<file path="src/hdl/iklp_pkg.sv">
package iklp_pkg;

  localparam int MAX_DEPTH_DEF = 8;
  localparam int MAX_TEXT_DEF  = 64;

  // result field widths
  localparam int EV_W    = 4;
  localparam int LEN_W   = 7;
  localparam int DEPTH_W = 5;

  // line phases
  localparam logic [3:0] PH_INDENT = 4'd0;
  localparam logic [3:0] PH_DASH   = 4'd1;
  localparam logic [3:0] PH_KEY    = 4'd2;
  localparam logic [3:0] PH_KEYSP  = 4'd3;
  localparam logic [3:0] PH_SEP    = 4'd4;
  localparam logic [3:0] PH_VAL    = 4'd5;
  localparam logic [3:0] PH_QUOTE  = 4'd6;
  localparam logic [3:0] PH_ESC1   = 4'd7;
  localparam logic [3:0] PH_ESC2   = 4'd8;
  localparam logic [3:0] PH_ESC3   = 4'd9;
  localparam logic [3:0] PH_EOL    = 4'd10;

  // event codes
  localparam logic [EV_W-1:0] EV_KEYCHAR  = 4'd0;
  localparam logic [EV_W-1:0] EV_KEYDONE  = 4'd1;
  localparam logic [EV_W-1:0] EV_VALCHAR  = 4'd2;
  localparam logic [EV_W-1:0] EV_VALDONE  = 4'd3;
  localparam logic [EV_W-1:0] EV_CHILD    = 4'd4;
  localparam logic [EV_W-1:0] EV_PARENT   = 4'd5;
  localparam logic [EV_W-1:0] EV_NEXT     = 4'd6;
  localparam logic [EV_W-1:0] EV_STOP     = 4'd7;
  localparam logic [EV_W-1:0] EV_OVERFLOW = 4'd8;

  // characters
  localparam logic [7:0] CH_DASH   = 8'h2D;
  localparam logic [7:0] CH_COLON  = 8'h3A;
  localparam logic [7:0] CH_QUOTE  = 8'h22;
  localparam logic [7:0] CH_BSLASH = 8'h5C;
  localparam logic [7:0] CH_X      = 8'h78;
  localparam logic [7:0] CH_A      = 8'h41;
  localparam logic [7:0] CH_F      = 8'h46;
  localparam logic [7:0] CH_0      = 8'h30;
  localparam logic [7:0] CH_9      = 8'h39;
  localparam logic [7:0] CH_SPACE  = 8'h20;
  localparam logic [7:0] CH_CR     = 8'h0D;
  localparam logic [7:0] CH_LF     = 8'h0A;

  // datapath commands
  localparam logic [3:0] CMD_NONE    = 4'd0;
  localparam logic [3:0] CMD_RESTART = 4'd1;
  localparam logic [3:0] CMD_LATCH   = 4'd2;
  localparam logic [3:0] CMD_SIMPLE  = 4'd3;
  localparam logic [3:0] CMD_STOP    = 4'd4;
  localparam logic [3:0] CMD_PARENT  = 4'd5;
  localparam logic [3:0] CMD_CHILD   = 4'd6;
  localparam logic [3:0] CMD_NEXT    = 4'd7;
  localparam logic [3:0] CMD_APPEND  = 4'd8;
  localparam logic [3:0] CMD_KEYDONE = 4'd9;

  // byte classes
  localparam logic [1:0] KIND_SIMPLE = 2'd0;
  localparam logic [1:0] KIND_FIRST  = 2'd1;
  localparam logic [1:0] KIND_KEY    = 2'd2;

  typedef struct packed {
    logic [3:0] op;
    logic       last;
  } cmd_t;

  typedef struct packed {
    logic [1:0] kind;
    logic       simple_emits;
    logic       ind_lt;
    logic       ind_gt;
    logic       level_zero;
    logic       level_max;
    logic       dash;
    logic       text_full;
    logic       eol_char;
    logic       colon;
    logic       halted;
    logic       restart;
    logic       out_free;
  } sta_t;

  // bit 4 flags a valid hex digit
  function automatic logic [4:0] hex_value(input logic [7:0] c);
    logic [4:0] r;
    r = '0;
    if (c >= CH_0 && c <= CH_9) begin
      r = {1'b1, 4'(c - CH_0)};
    end else if (c >= CH_A && c <= CH_F) begin
      r = {1'b1, 4'(c - CH_A + 8'd10)};
    end
    return r;
  endfunction

endpackage

</file>
<file path="src/hdl/iklp_if.sv">
interface iklp_in_if import iklp_pkg::*; ();
  logic       valid;
  logic       ready;
  logic       action;
  logic [7:0] data_byte;

  modport source (output valid, output action, output data_byte, input ready);
  modport sink (input valid, input action, input data_byte, output ready);
endinterface

interface iklp_out_if import iklp_pkg::*; ();
  logic               valid;
  logic               ready;
  logic [EV_W-1:0]    event_res;
  logic [7:0]         char_out;
  logic [LEN_W-1:0]   str_length;
  logic [DEPTH_W-1:0] depth_now;
  logic               last;

  modport source (output valid, output event_res, output char_out, output str_length,
                  output depth_now, output last, input ready);
  modport sink (input valid, input event_res, input char_out, input str_length,
                input depth_now, input last, output ready);
endinterface

</file>
<file path="src/hdl/iklp_ctrl.sv">
module iklp_ctrl import iklp_pkg::*; (
  input  logic clk,
  input  logic rst,
  input  logic in_valid,
  output logic in_ready,
  input  sta_t sta,
  output cmd_t cmd
);

  localparam logic [2:0] ST_IDLE         = 3'd0;
  localparam logic [2:0] ST_DISPATCH     = 3'd1;
  localparam logic [2:0] ST_LEVEL        = 3'd2;
  localparam logic [2:0] ST_POP          = 3'd3;
  localparam logic [2:0] ST_APPEND_FIRST = 3'd4;
  localparam logic [2:0] ST_APPEND_KEY   = 3'd5;
  localparam logic [2:0] ST_KEYDONE      = 3'd6;

  logic [2:0] state;
  logic [2:0] state_next;
  logic       key_more;

  // a key char that is cr or lf is followed by key done, unless the text is full
  assign key_more = !sta.text_full && sta.eol_char;

  always_comb begin
    state_next = state;
    cmd.op     = CMD_NONE;
    cmd.last   = 1'b0;
    in_ready   = 1'b0;
    case (state)
      ST_IDLE: begin
        in_ready = 1'b1;
        if (in_valid) begin
          if (sta.restart) begin
            cmd.op = CMD_RESTART;
          end else if (!sta.halted) begin
            cmd.op     = CMD_LATCH;
            state_next = ST_DISPATCH;
          end
        end
      end
      ST_DISPATCH: begin
        case (sta.kind)
          KIND_SIMPLE: begin
            if (!sta.simple_emits || sta.out_free) begin
              cmd.op     = CMD_SIMPLE;
              cmd.last   = 1'b1;
              state_next = ST_IDLE;
            end
          end
          KIND_FIRST: state_next = ST_LEVEL;
          KIND_KEY: state_next = sta.colon ? ST_KEYDONE : ST_APPEND_KEY;
          default: state_next = ST_IDLE;
        endcase
      end
      ST_LEVEL, ST_POP: begin
        if (sta.ind_lt) begin
          if (sta.out_free) begin
            if (sta.level_zero) begin
              cmd.op     = CMD_STOP;
              cmd.last   = 1'b1;
              state_next = ST_IDLE;
            end else begin
              cmd.op     = CMD_PARENT;
              state_next = ST_POP;
            end
          end
        end else if (sta.ind_gt && state == ST_LEVEL) begin
          if (sta.out_free) begin
            if (sta.level_max) begin
              cmd.op     = CMD_STOP;
              cmd.last   = 1'b1;
              state_next = ST_IDLE;
            end else begin
              cmd.op     = CMD_CHILD;
              state_next = ST_APPEND_FIRST;
            end
          end
        end else if (sta.dash) begin
          if (sta.out_free) begin
            cmd.op     = CMD_NEXT;
            state_next = ST_APPEND_FIRST;
          end
        end else begin
          state_next = ST_APPEND_FIRST;
        end
      end
      ST_APPEND_FIRST: begin
        if (sta.out_free) begin
          cmd.op     = CMD_APPEND;
          cmd.last   = 1'b1;
          state_next = ST_IDLE;
        end
      end
      ST_APPEND_KEY: begin
        if (sta.out_free) begin
          cmd.op     = CMD_APPEND;
          cmd.last   = !key_more;
          state_next = key_more ? ST_KEYDONE : ST_IDLE;
        end
      end
      ST_KEYDONE: begin
        if (sta.out_free) begin
          cmd.op     = CMD_KEYDONE;
          cmd.last   = 1'b1;
          state_next = ST_IDLE;
        end
      end
      default: state_next = ST_IDLE;
    endcase
  end

  always_ff @(posedge clk) begin
    if (rst) begin
      state <= ST_IDLE;
    end else begin
      state <= state_next;
    end
  end

endmodule

</file>
<file path="src/hdl/iklp_dpath.sv">
module iklp_dpath import iklp_pkg::*; #(
  parameter int MAX_DEPTH = MAX_DEPTH_DEF,
  parameter int MAX_TEXT  = MAX_TEXT_DEF
) (
  input  logic       clk,
  input  logic       rst,
  input  logic       action,
  input  logic [7:0] data_byte,
  input  cmd_t       cmd,
  output sta_t       sta,
  iklp_out_if.source tx
);

  localparam int LEVEL_W = $clog2(MAX_DEPTH + 1);
  localparam int TEXT_W  = $clog2(MAX_TEXT + 1);
  localparam int STACK_N = MAX_DEPTH + 1;

  logic [3:0]         phase;
  logic [7:0]         line_indent;
  logic [LEVEL_W-1:0] level;
  logic [7:0]         indent_stack [STACK_N];
  logic [TEXT_W-1:0]  tl;
  logic [3:0]         hn;
  logic               halted;
  logic [7:0]         c;

  logic               out_valid;
  logic [EV_W-1:0]    out_ev;
  logic [7:0]         out_ch;
  logic [LEN_W-1:0]   out_len;
  logic [DEPTH_W-1:0] out_dep;
  logic               out_last;

  logic [7:0]         stored;
  logic [7:0]         li_grow;
  logic               is_crlf;
  logic               is_lf;
  logic [4:0]         hex;
  logic               text_full;
  logic               out_free;

  // single-step outcome
  logic [3:0]         s_phase;
  logic [7:0]         s_li;
  logic [TEXT_W-1:0]  s_tl;
  logic [3:0]         s_hn;
  logic               s_halt;
  logic               s_eol;
  logic               s_emit;
  logic [EV_W-1:0]    s_ev;
  logic [7:0]         s_ch;
  logic [LEN_W-1:0]   s_len;
  logic               s_app;
  logic [TEXT_W-1:0]  s_base;
  logic [7:0]         s_ach;

  // emitted beat
  logic               e_valid;
  logic [EV_W-1:0]    e_ev;
  logic [7:0]         e_ch;
  logic [LEN_W-1:0]   e_len;
  logic [LEVEL_W-1:0] lvl_next;
  logic               do_endline;
  logic [1:0]         kind;

  assign stored    = indent_stack[level];
  assign li_grow   = (line_indent == 8'hFF) ? line_indent : line_indent + 8'd1;
  assign is_lf     = (c == CH_LF);
  assign is_crlf   = is_lf || (c == CH_CR);
  assign hex       = hex_value(c);
  assign text_full = (tl >= TEXT_W'(MAX_TEXT));
  assign out_free  = !out_valid || tx.ready;

  always_comb begin
    kind = KIND_SIMPLE;
    if ((phase == PH_INDENT && c != CH_DASH && c != CH_SPACE) ||
        (phase == PH_DASH && c != CH_SPACE)) begin
      kind = KIND_FIRST;
    end else if (phase == PH_KEY && c != CH_SPACE) begin
      kind = KIND_KEY;
    end
  end

  always_comb begin
    s_phase = phase;
    s_li    = line_indent;
    s_tl    = tl;
    s_hn    = hn;
    s_halt  = 1'b0;
    s_eol   = 1'b0;
    s_emit  = 1'b0;
    s_ev    = EV_STOP;
    s_ch    = '0;
    s_len   = '0;
    s_app   = 1'b0;
    s_base  = tl;
    s_ach   = c;
    case (phase)
      PH_INDENT: begin
        if (c == CH_DASH) begin
          s_phase = PH_DASH;
          s_li    = li_grow;
        end else if (c == CH_SPACE) begin
          s_li = li_grow;
        end
      end
      PH_DASH: begin
        if (c == CH_SPACE) begin
          s_li = li_grow;
        end
      end
      PH_KEY: begin
        if (c == CH_SPACE) begin
          s_emit  = 1'b1;
          s_ev    = EV_KEYDONE;
          s_len   = LEN_W'(tl);
          s_phase = PH_KEYSP;
        end
      end
      PH_KEYSP: begin
        if (is_crlf) begin
          s_phase = PH_EOL;
          s_eol   = is_lf;
        end else if (c == CH_COLON) begin
          s_phase = PH_SEP;
        end
      end
      PH_SEP: begin
        if (c == CH_SPACE) begin
          s_phase = phase;
        end else if (is_crlf) begin
          s_phase = PH_EOL;
          s_eol   = is_lf;
        end else if (c == CH_QUOTE) begin
          s_phase = PH_QUOTE;
          s_tl    = '0;
        end else begin
          s_phase = PH_VAL;
          s_app   = 1'b1;
          s_base  = '0;
        end
      end
      PH_QUOTE: begin
        if (c == CH_QUOTE) begin
          s_phase = PH_VAL;
        end else if (c == CH_BSLASH) begin
          s_phase = PH_ESC1;
        end else begin
          s_app = 1'b1;
        end
      end
      PH_ESC1: begin
        if (c == CH_X) begin
          s_phase = PH_ESC2;
        end else begin
          s_emit = 1'b1;
          s_halt = 1'b1;
        end
      end
      PH_ESC2: begin
        if (text_full) begin
          s_emit = 1'b1;
          s_halt = 1'b1;
          s_ev   = EV_OVERFLOW;
        end else if (!hex[4]) begin
          s_emit = 1'b1;
          s_halt = 1'b1;
        end else begin
          s_hn    = hex[3:0];
          s_phase = PH_ESC3;
        end
      end
      PH_ESC3: begin
        if (!hex[4]) begin
          s_emit = 1'b1;
          s_halt = 1'b1;
        end else begin
          s_phase = PH_QUOTE;
          s_app   = 1'b1;
          s_ach   = {hn, hex[3:0]};
        end
      end
      PH_VAL: begin
        if (c == CH_SPACE || is_crlf) begin
          s_emit  = 1'b1;
          s_ev    = EV_VALDONE;
          s_len   = LEN_W'(tl);
          s_phase = PH_EOL;
          s_eol   = is_lf;
        end else if (c == CH_QUOTE) begin
          s_phase = PH_QUOTE;
        end else begin
          s_app = 1'b1;
        end
      end
      default: begin
        s_phase = PH_EOL;
        s_eol   = is_lf;
      end
    endcase
    if (s_app) begin
      s_emit = 1'b1;
      if (s_base < TEXT_W'(MAX_TEXT)) begin
        s_tl = s_base + TEXT_W'(1);
        s_ev = EV_VALCHAR;
        s_ch = s_ach;
      end else begin
        s_tl   = s_base;
        s_halt = 1'b1;
        s_ev   = EV_OVERFLOW;
      end
    end
  end

  always_comb begin
    e_valid  = 1'b0;
    e_ev     = EV_STOP;
    e_ch     = '0;
    e_len    = '0;
    lvl_next = level;
    case (cmd.op)
      CMD_SIMPLE: begin
        e_valid = s_emit;
        e_ev    = s_ev;
        e_ch    = s_ch;
        e_len   = s_len;
      end
      CMD_STOP: e_valid = 1'b1;
      CMD_PARENT: begin
        e_valid  = 1'b1;
        e_ev     = EV_PARENT;
        lvl_next = level - LEVEL_W'(1);
      end
      CMD_CHILD: begin
        e_valid  = 1'b1;
        e_ev     = EV_CHILD;
        lvl_next = level + LEVEL_W'(1);
      end
      CMD_NEXT: begin
        e_valid = 1'b1;
        e_ev    = EV_NEXT;
      end
      CMD_APPEND: begin
        e_valid = 1'b1;
        if (text_full) begin
          e_ev = EV_OVERFLOW;
        end else begin
          e_ev = EV_KEYCHAR;
          e_ch = c;
        end
      end
      CMD_KEYDONE: begin
        e_valid = 1'b1;
        e_ev    = EV_KEYDONE;
        e_len   = LEN_W'(tl);
      end
      default: e_valid = 1'b0;
    endcase
  end

  assign do_endline = (cmd.op == CMD_SIMPLE && s_eol) ||
                      (cmd.op == CMD_KEYDONE && is_lf);

  always_ff @(posedge clk) begin
    if (rst || cmd.op == CMD_RESTART) begin
      phase       <= PH_INDENT;
      line_indent <= '0;
      level       <= '0;
      tl          <= '0;
      hn          <= '0;
      halted      <= 1'b0;
      for (int i = 0; i < STACK_N; i++) begin
        indent_stack[i] <= '0;
      end
    end else begin
      level <= lvl_next;
      case (cmd.op)
        CMD_SIMPLE: begin
          hn     <= s_hn;
          halted <= s_halt;
          // line end clears the counters and restarts the indent count
          if (s_eol) begin
            line_indent <= '0;
            tl          <= '0;
            phase       <= PH_INDENT;
          end else begin
            phase       <= s_phase;
            line_indent <= s_li;
            tl          <= s_tl;
          end
        end
        CMD_STOP: halted <= 1'b1;
        CMD_APPEND: begin
          phase <= PH_KEY;
          if (text_full) begin
            halted <= 1'b1;
          end else begin
            tl <= tl + TEXT_W'(1);
          end
        end
        CMD_KEYDONE: begin
          if (is_lf) begin
            line_indent <= '0;
            tl          <= '0;
            phase       <= PH_INDENT;
          end else begin
            phase <= is_crlf ? PH_EOL : PH_SEP;
          end
        end
        default: phase <= phase;
      endcase
      if (do_endline) begin
        indent_stack[level] <= line_indent;
      end
    end
  end

  always_ff @(posedge clk) begin
    if (cmd.op == CMD_LATCH) begin
      c <= data_byte;
    end
  end

  // output register
  always_ff @(posedge clk) begin
    if (rst) begin
      out_valid <= 1'b0;
    end else if (e_valid) begin
      out_valid <= 1'b1;
    end else if (tx.ready) begin
      out_valid <= 1'b0;
    end
  end

  always_ff @(posedge clk) begin
    if (e_valid) begin
      out_ev   <= e_ev;
      out_ch   <= e_ch;
      out_len  <= e_len;
      out_dep  <= DEPTH_W'(lvl_next);
      out_last <= cmd.last;
    end
  end

  assign tx.valid      = out_valid;
  assign tx.event_res  = out_ev;
  assign tx.char_out   = out_ch;
  assign tx.str_length = out_len;
  assign tx.depth_now  = out_dep;
  assign tx.last       = out_last;

  assign sta.kind         = kind;
  assign sta.simple_emits = s_emit;
  assign sta.ind_lt       = line_indent < stored;
  assign sta.ind_gt       = line_indent > stored;
  assign sta.level_zero   = (level == '0);
  assign sta.level_max    = (level >= LEVEL_W'(MAX_DEPTH));
  assign sta.dash         = (phase == PH_DASH);
  assign sta.text_full    = text_full;
  assign sta.eol_char     = is_crlf;
  assign sta.colon        = (c == CH_COLON);
  assign sta.halted       = halted;
  assign sta.restart      = action;
  assign sta.out_free     = out_free;

endmodule

</file>
<file path="src/hdl/indented_key_value_line_parser_top.sv">
// channel | dir | beat contents
// rx      | in  | action, data_byte
// tx      | out | event_res, char_out, str_length, depth_now, last
//
// a byte is latched while the sequencer is idle, then worked from dispatch:
// a byte with at most one event or none ends there, a key byte goes to append
// key or key done, a line's first byte to level, a pop per parent, append first.
// the single output register sets the pace: each event waits for tx to drain.
// rst is synchronous; a restart beat clears the parse state as it is taken.
// rx is accepted whenever the sequencer is idle, even with a beat pending on tx.
module indented_key_value_line_parser_top import iklp_pkg::*; #(
  parameter int MAX_DEPTH = MAX_DEPTH_DEF,
  parameter int MAX_TEXT  = MAX_TEXT_DEF
) (
  input  logic     clk,
  input  logic     rst,
  iklp_in_if.sink  rx,
  iklp_out_if.source tx
);

  cmd_t cmd;
  sta_t sta;
  logic in_ready;

  assign rx.ready = in_ready;

  iklp_ctrl u_ctrl (
    .clk      (clk),
    .rst      (rst),
    .in_valid (rx.valid),
    .in_ready (in_ready),
    .sta      (sta),
    .cmd      (cmd)
  );

  iklp_dpath #(
    .MAX_DEPTH (MAX_DEPTH),
    .MAX_TEXT  (MAX_TEXT)
  ) u_dpath (
    .clk       (clk),
    .rst       (rst),
    .action    (rx.action),
    .data_byte (rx.data_byte),
    .cmd       (cmd),
    .sta       (sta),
    .tx        (tx)
  );

endmodule
</file>
<file path="src/flat_wrapper.sv">
// flat-port wrapper written by rule: the top's interface ports become plain ports
module indented_key_value_line_parser_top_flat import iklp_pkg::*;
#(
  parameter int MAX_DEPTH = MAX_DEPTH_DEF,
  parameter int MAX_TEXT  = MAX_TEXT_DEF
)
  (clk, rst, rx_valid, rx_action, rx_data_byte, rx_ready, tx_valid, tx_event_res, tx_char_out, tx_str_length, tx_depth_now, tx_last, tx_ready);
  iklp_in_if rx_i ();
  iklp_out_if tx_i ();
  input  logic clk;
  input  logic rst;
  input wire logic [$bits(rx_i.valid)-1:0] rx_valid;
  input wire logic [$bits(rx_i.action)-1:0] rx_action;
  input wire logic [$bits(rx_i.data_byte)-1:0] rx_data_byte;
  output wire logic [$bits(rx_i.ready)-1:0] rx_ready;
  output wire logic [$bits(tx_i.valid)-1:0] tx_valid;
  output wire logic [$bits(tx_i.event_res)-1:0] tx_event_res;
  output wire logic [$bits(tx_i.char_out)-1:0] tx_char_out;
  output wire logic [$bits(tx_i.str_length)-1:0] tx_str_length;
  output wire logic [$bits(tx_i.depth_now)-1:0] tx_depth_now;
  output wire logic [$bits(tx_i.last)-1:0] tx_last;
  input wire logic [$bits(tx_i.ready)-1:0] tx_ready;
  assign rx_i.valid = rx_valid;
  assign rx_i.action = rx_action;
  assign rx_i.data_byte = rx_data_byte;
  assign rx_ready = rx_i.ready;
  assign tx_valid = tx_i.valid;
  assign tx_event_res = tx_i.event_res;
  assign tx_char_out = tx_i.char_out;
  assign tx_str_length = tx_i.str_length;
  assign tx_depth_now = tx_i.depth_now;
  assign tx_last = tx_i.last;
  assign tx_i.ready = tx_ready;
  indented_key_value_line_parser_top #(.MAX_DEPTH(MAX_DEPTH), .MAX_TEXT(MAX_TEXT)) u_core (.clk(clk), .rst(rst), .rx(rx_i), .tx(tx_i));
endmodule
</file>
<file path="config.mk">
export PLATFORM = sky130hd
export DESIGN_NAME = indented_key_value_line_parser_top_flat
export DESIGN_NICKNAME = d
export VERILOG_FILES = /design/src/hdl/iklp_pkg.sv /design/src/hdl/iklp_if.sv /design/src/hdl/iklp_ctrl.sv /design/src/hdl/iklp_dpath.sv /design/src/hdl/indented_key_value_line_parser_top.sv /design/src/flat_wrapper.sv
export SDC_FILE = /design/constraint.sdc
export NUM_CORES = 1
export LEC_CHECK = 0
export ABC_AREA = 1
export ABC_CLOCK_PERIOD_IN_PS = 4500
export BUFFER_PORTS_ARGS = -buffer_cell sky130_fd_sc_hd__buf_2
export CORE_UTILIZATION = 51
export CTS_CLUSTER_SIZE = 28
export DETAILED_ROUTE_END_ITERATION = 10
export GPL_TIMING_DRIVEN = 0
export PLACE_DENSITY = 0.72
export SETUP_SLACK_MARGIN = 0.05
export SLEW_MARGIN = 20
export SYNTH_ARGS = -nofsm -noshare
export SYNTH_HDL_FRONTEND = slang
export SYNTH_SLANG_ARGS = --single-unit
</file>
<file path="constraint.sdc">
create_clock -name clk -period 4.5 [get_ports clk]
set_input_delay 0.45 -clock clk [delete_from_list [all_inputs] [get_ports clk]]
set_output_delay 0.45 -clock clk [all_outputs]
set_load 0.05 [all_outputs]
</file>
==> summary.md <==
| Metric | Value |
|---|---|
| RSZ-0062 raised after global routing | `false` |
| Crit Path Class | `reg -> reg` |
| FF+latch count, synth | `192` |
| Critical Path Fanout Max | `10` |
| Status | `completed` |
| Post-Route WL | `24400 um` |
| Synth warn | `0` |
| Layout Area Growth over Synthesis | `15.4%` |
| Final-report hold violation count | `0` |
| CTS tree | `yes` |
| CTS root buf | `clkbuf_16` |
| Ant. Diodes | `0` |
| Clock sink count | `192` |
| Max frequency | `239 MHz` |
| CP Launch Point | `u_core.u_dpath.level[0]$_SDFF_PP0_` |
| Worst setup path endpoint | `u_core.u_dpath.tx.depth_now[3]$_DFFE_PP_` |
| First-pass DRT Iterations | `6` |
| Critical R2R Capture | `u_core.u_dpath.tx.depth_now[3]$_DFFE_PP_` |
| Initial antenna violation count | `0` |
| Most frequent cells in the layout | `nor2_1, edfxtp_1, nand2_1` |
| Largest net degree at the start of global routing | `19` |
| Core area | `18600 sq um` |
| Netlist Area Pre-Place | `9690 sq um` |
| Worst slew pin tran | `775 ps` |
| Yosys top cell by area | `edfxtp_1` |
| Inst Count DP | `1302` |
| R2r startpoint | `u_core.u_dpath.level[0]$_SDFF_PP0_` |
| Synthesized Nets | `1058` |
| Worst-path clk slew | `70 ps` |
| Clock buffer depth | `2` |
| Final setup vio count | `0` |
| Die area | `19600 sq um` |
| Worst setup SP type | `register` |
| Routed vias | `7713` |
| Global-route usage over all layers | `0.257` |
| Mean Syn Cell Area | `9.45 sq um` |
| First-pass GRT wire length | `38200 um` |
| Die Span X | `140 um` |
| TritonCTS Buffers | `17` |
| Dpl hpwl | `17200 um` |
| Pwr Total | `6110 uW` |
| Reg-to-reg setup timing slack | `310 ps` |
| Worst path slowest cell | `dfxtp_2` |
| Setup WS pre-CTS | `-712 ps` |
| Worst Path Required | `4680 ps` |
| Most frequent CP cell | `nand2_1` |
| Vias per inst | `5.76` |
| First DRT Iteration DRCs | `583` |
| Ranking of synthesized cells by area | `edfxtp_1, nor2_1, dfxtp_1` |
| GP Congestion | `0.977` |
| Row count | `50` |
| Vias in the first global route | `7377` |
| Peak supply drop | `357 uV` |
| Initial Utilization | `0.520` |
| Layout Cells excl Fill | `1340` |
| CTS H-tree lvls | `4` |
| IO Pins | `40` |
| Height of the die | `140 um` |
| Nets | `1126` |
| Leak | `0.00423 uW` |
| Max-Cap Viols | `0` |
| Share of cells above drive strength 1 | `0.181` |
| Slew Limit Fails | `0` |
| Post-Syn Instances | `1025` |
| Final setup margin | `313 ps` |
| I/O Buffers | `38` |
| Hold crit path type | `in -> reg` |
| Hold_buf cts | `0` |
| Crit-path max cell delay | `360 ps` |
| Clock skew | `15.8 ps` |
| Crit. End Element | `register` |
| Antenna-violating nets left | `0` |
| Fillers | `1557` |
| Clk_lat worst skew | `450 ps` |
| WL/cell | `18.2 um` |
| Distinct cell type count after synthesis | `51` |
| Arrival time worst endpoint | `4370 ps` |
| Aggregate global routing overflow | `0` |
| Commonest non-fill, non-tap cell in the layout | `nor2_1` |
| Power per cell area | `546 nW/um^2` |
| Sum of negative setup slack | `0 ps` |
| Post-synthesis sequential area ratio | `0.562` |
| Post-route DRC | `0` |
| Worst r2r path cells | `29` |
| Slew headroom | `0.481` |
| Final Cycle Share | `0.930` |
| Crit path time final | `4190 ps` |
| Synth top area share | `0.496` |
## final cells by class
cell class                 count  area, sq um  area share
tap                          234          293      0.0262
multi-input combinational    687         3920       0.351
timing repair buffer          49          274      0.0245
clock inverter                14          173      0.0154
sequential                   192         5450       0.487
buffer                        30          208      0.0186
inverter                     116          438      0.0392
clock buffer                  18          429      0.0384
## worst min path at each step
stage,slack (ps),cells past startpoint,to,from
finish,180,1,u_core.u_dpath.c[0]$_DFFE_PN_,rx_data_byte[0]
CTS,160,1,u_core.u_dpath.c[0]$_DFFE_PN_,rx_data_byte[0]
floorplan,440,1,u_core.u_dpath.hn[0]$_SDFFE_PP0P_,u_core.u_dpath.hn[0]$_SDFFE_PP0P_
global placement,440,1,u_core.u_dpath.hn[0]$_SDFFE_PP0P_,u_core.u_dpath.hn[0]$_SDFFE_PP0P_
global route,160,1,u_core.u_dpath.c[6]$_DFFE_PN_,rx_data_byte[6]
detailed placement,450,1,u_core.u_dpath.hn[0]$_SDFFE_PP0P_,u_core.u_dpath.hn[0]$_SDFFE_PP0P_
## cell families after synthesis
logic type | synth area share
flip-flops | 0.562
AO/OA/AOI/OAI | 0.138
AND/OR/NAND/NOR | 0.203
other | 0.000387
buffers and inverters | 0.0584
multiplexers | 0.00103
adder cells (fa/ha/maj) | 0.0266
XOR/XNOR | 0.0108
## cell usage after synthesis, drive strengths merged
master	n
a2111o	1
a2111oi	8
a211oi	3
a21boi	8
a21oi	46
a221oi	2
a22oi	65
a31oi	3
buf	6
clkbuf	24
clkinv	3
conb	1
dfxtp	32
edfxtp	160
fa	1
ha	19
inv	113
mux2i	1
nand2	168
nand3	44
nand3b	1
nand4	8
nor2	200
nor3	23
nor4	7
o2111ai	2
o211ai	8
o21a	2
o21ai	35
o21bai	4
o22ai	10
o311ai	1
o31ai	2
or2	2
xnor2	2
xor2	10
## per-layer routing
metal	GRT usage	vias up	wire length [um]
met2	0.449	284	12400
met5	0	-	0
met3	0.0582	50	1440
met1	0.305	3683	10000
li1	-	3696	-
met4	0.105	0	605
## critical path: cells and delay by family (launching register included)
| family | cells | cell delay, ps |
|---|---|---|
| flops | 1 | 360 |
| buf+inv | 6 | 720 |
| fa+ha+maj | 2 | 560 |
| simple gates | 16 | 1440 |
| compound gates | 5 | 830 |
## metrics by stage
step	instance area, sq um	util	hold WS [ps]
after detailed placement	10200	0.548	454
final	11200	0.600	178
after floorplan	9690	-	435
after global routing	11200	0.600	160
after global placement	10200	0.546	445
after CTS	11000	0.589	162
## state kept, by name (all words and copies together), names as in the netlist
name and count:
u_core.u_dpath.tx.depth_now 4, u_core.u_dpath.tx.valid 1, u_core.u_dpath.tl 7, u_core.u_dpath.tx.event_res 4, u_core.u_dpath.tx.last 1, u_core.u_dpath.hn 4
u_core.u_dpath.indent_stack 128, u_core.u_dpath.level 4, u_core.u_ctrl.state 3, u_core.u_dpath.tx.char_out 8, u_core.u_dpath.c 8, u_core.u_dpath.halted 1
u_core.u_dpath.tx.str_length 7, u_core.u_dpath.line_indent 8, u_core.u_dpath.phase 4
## repair_timing
action,CTS,global route
resized for setup,51,59
pin swaps,1,10
setup buffers,1,5
endpoints found under the setup margin,29,16
## power breakdown
| group | leakage [uW] | internal, uW | switching [uW] | total (uW) |
|---|---|---|---|---|
| Clock | 0.000293 | 841 | 717 | 1560 |
| Combinational | 0.00212 | 635 | 1560 | 2190 |
| Sequential | 0.00182 | 2220 | 136 | 2360 |
Power figures use the tool's default switching activity.
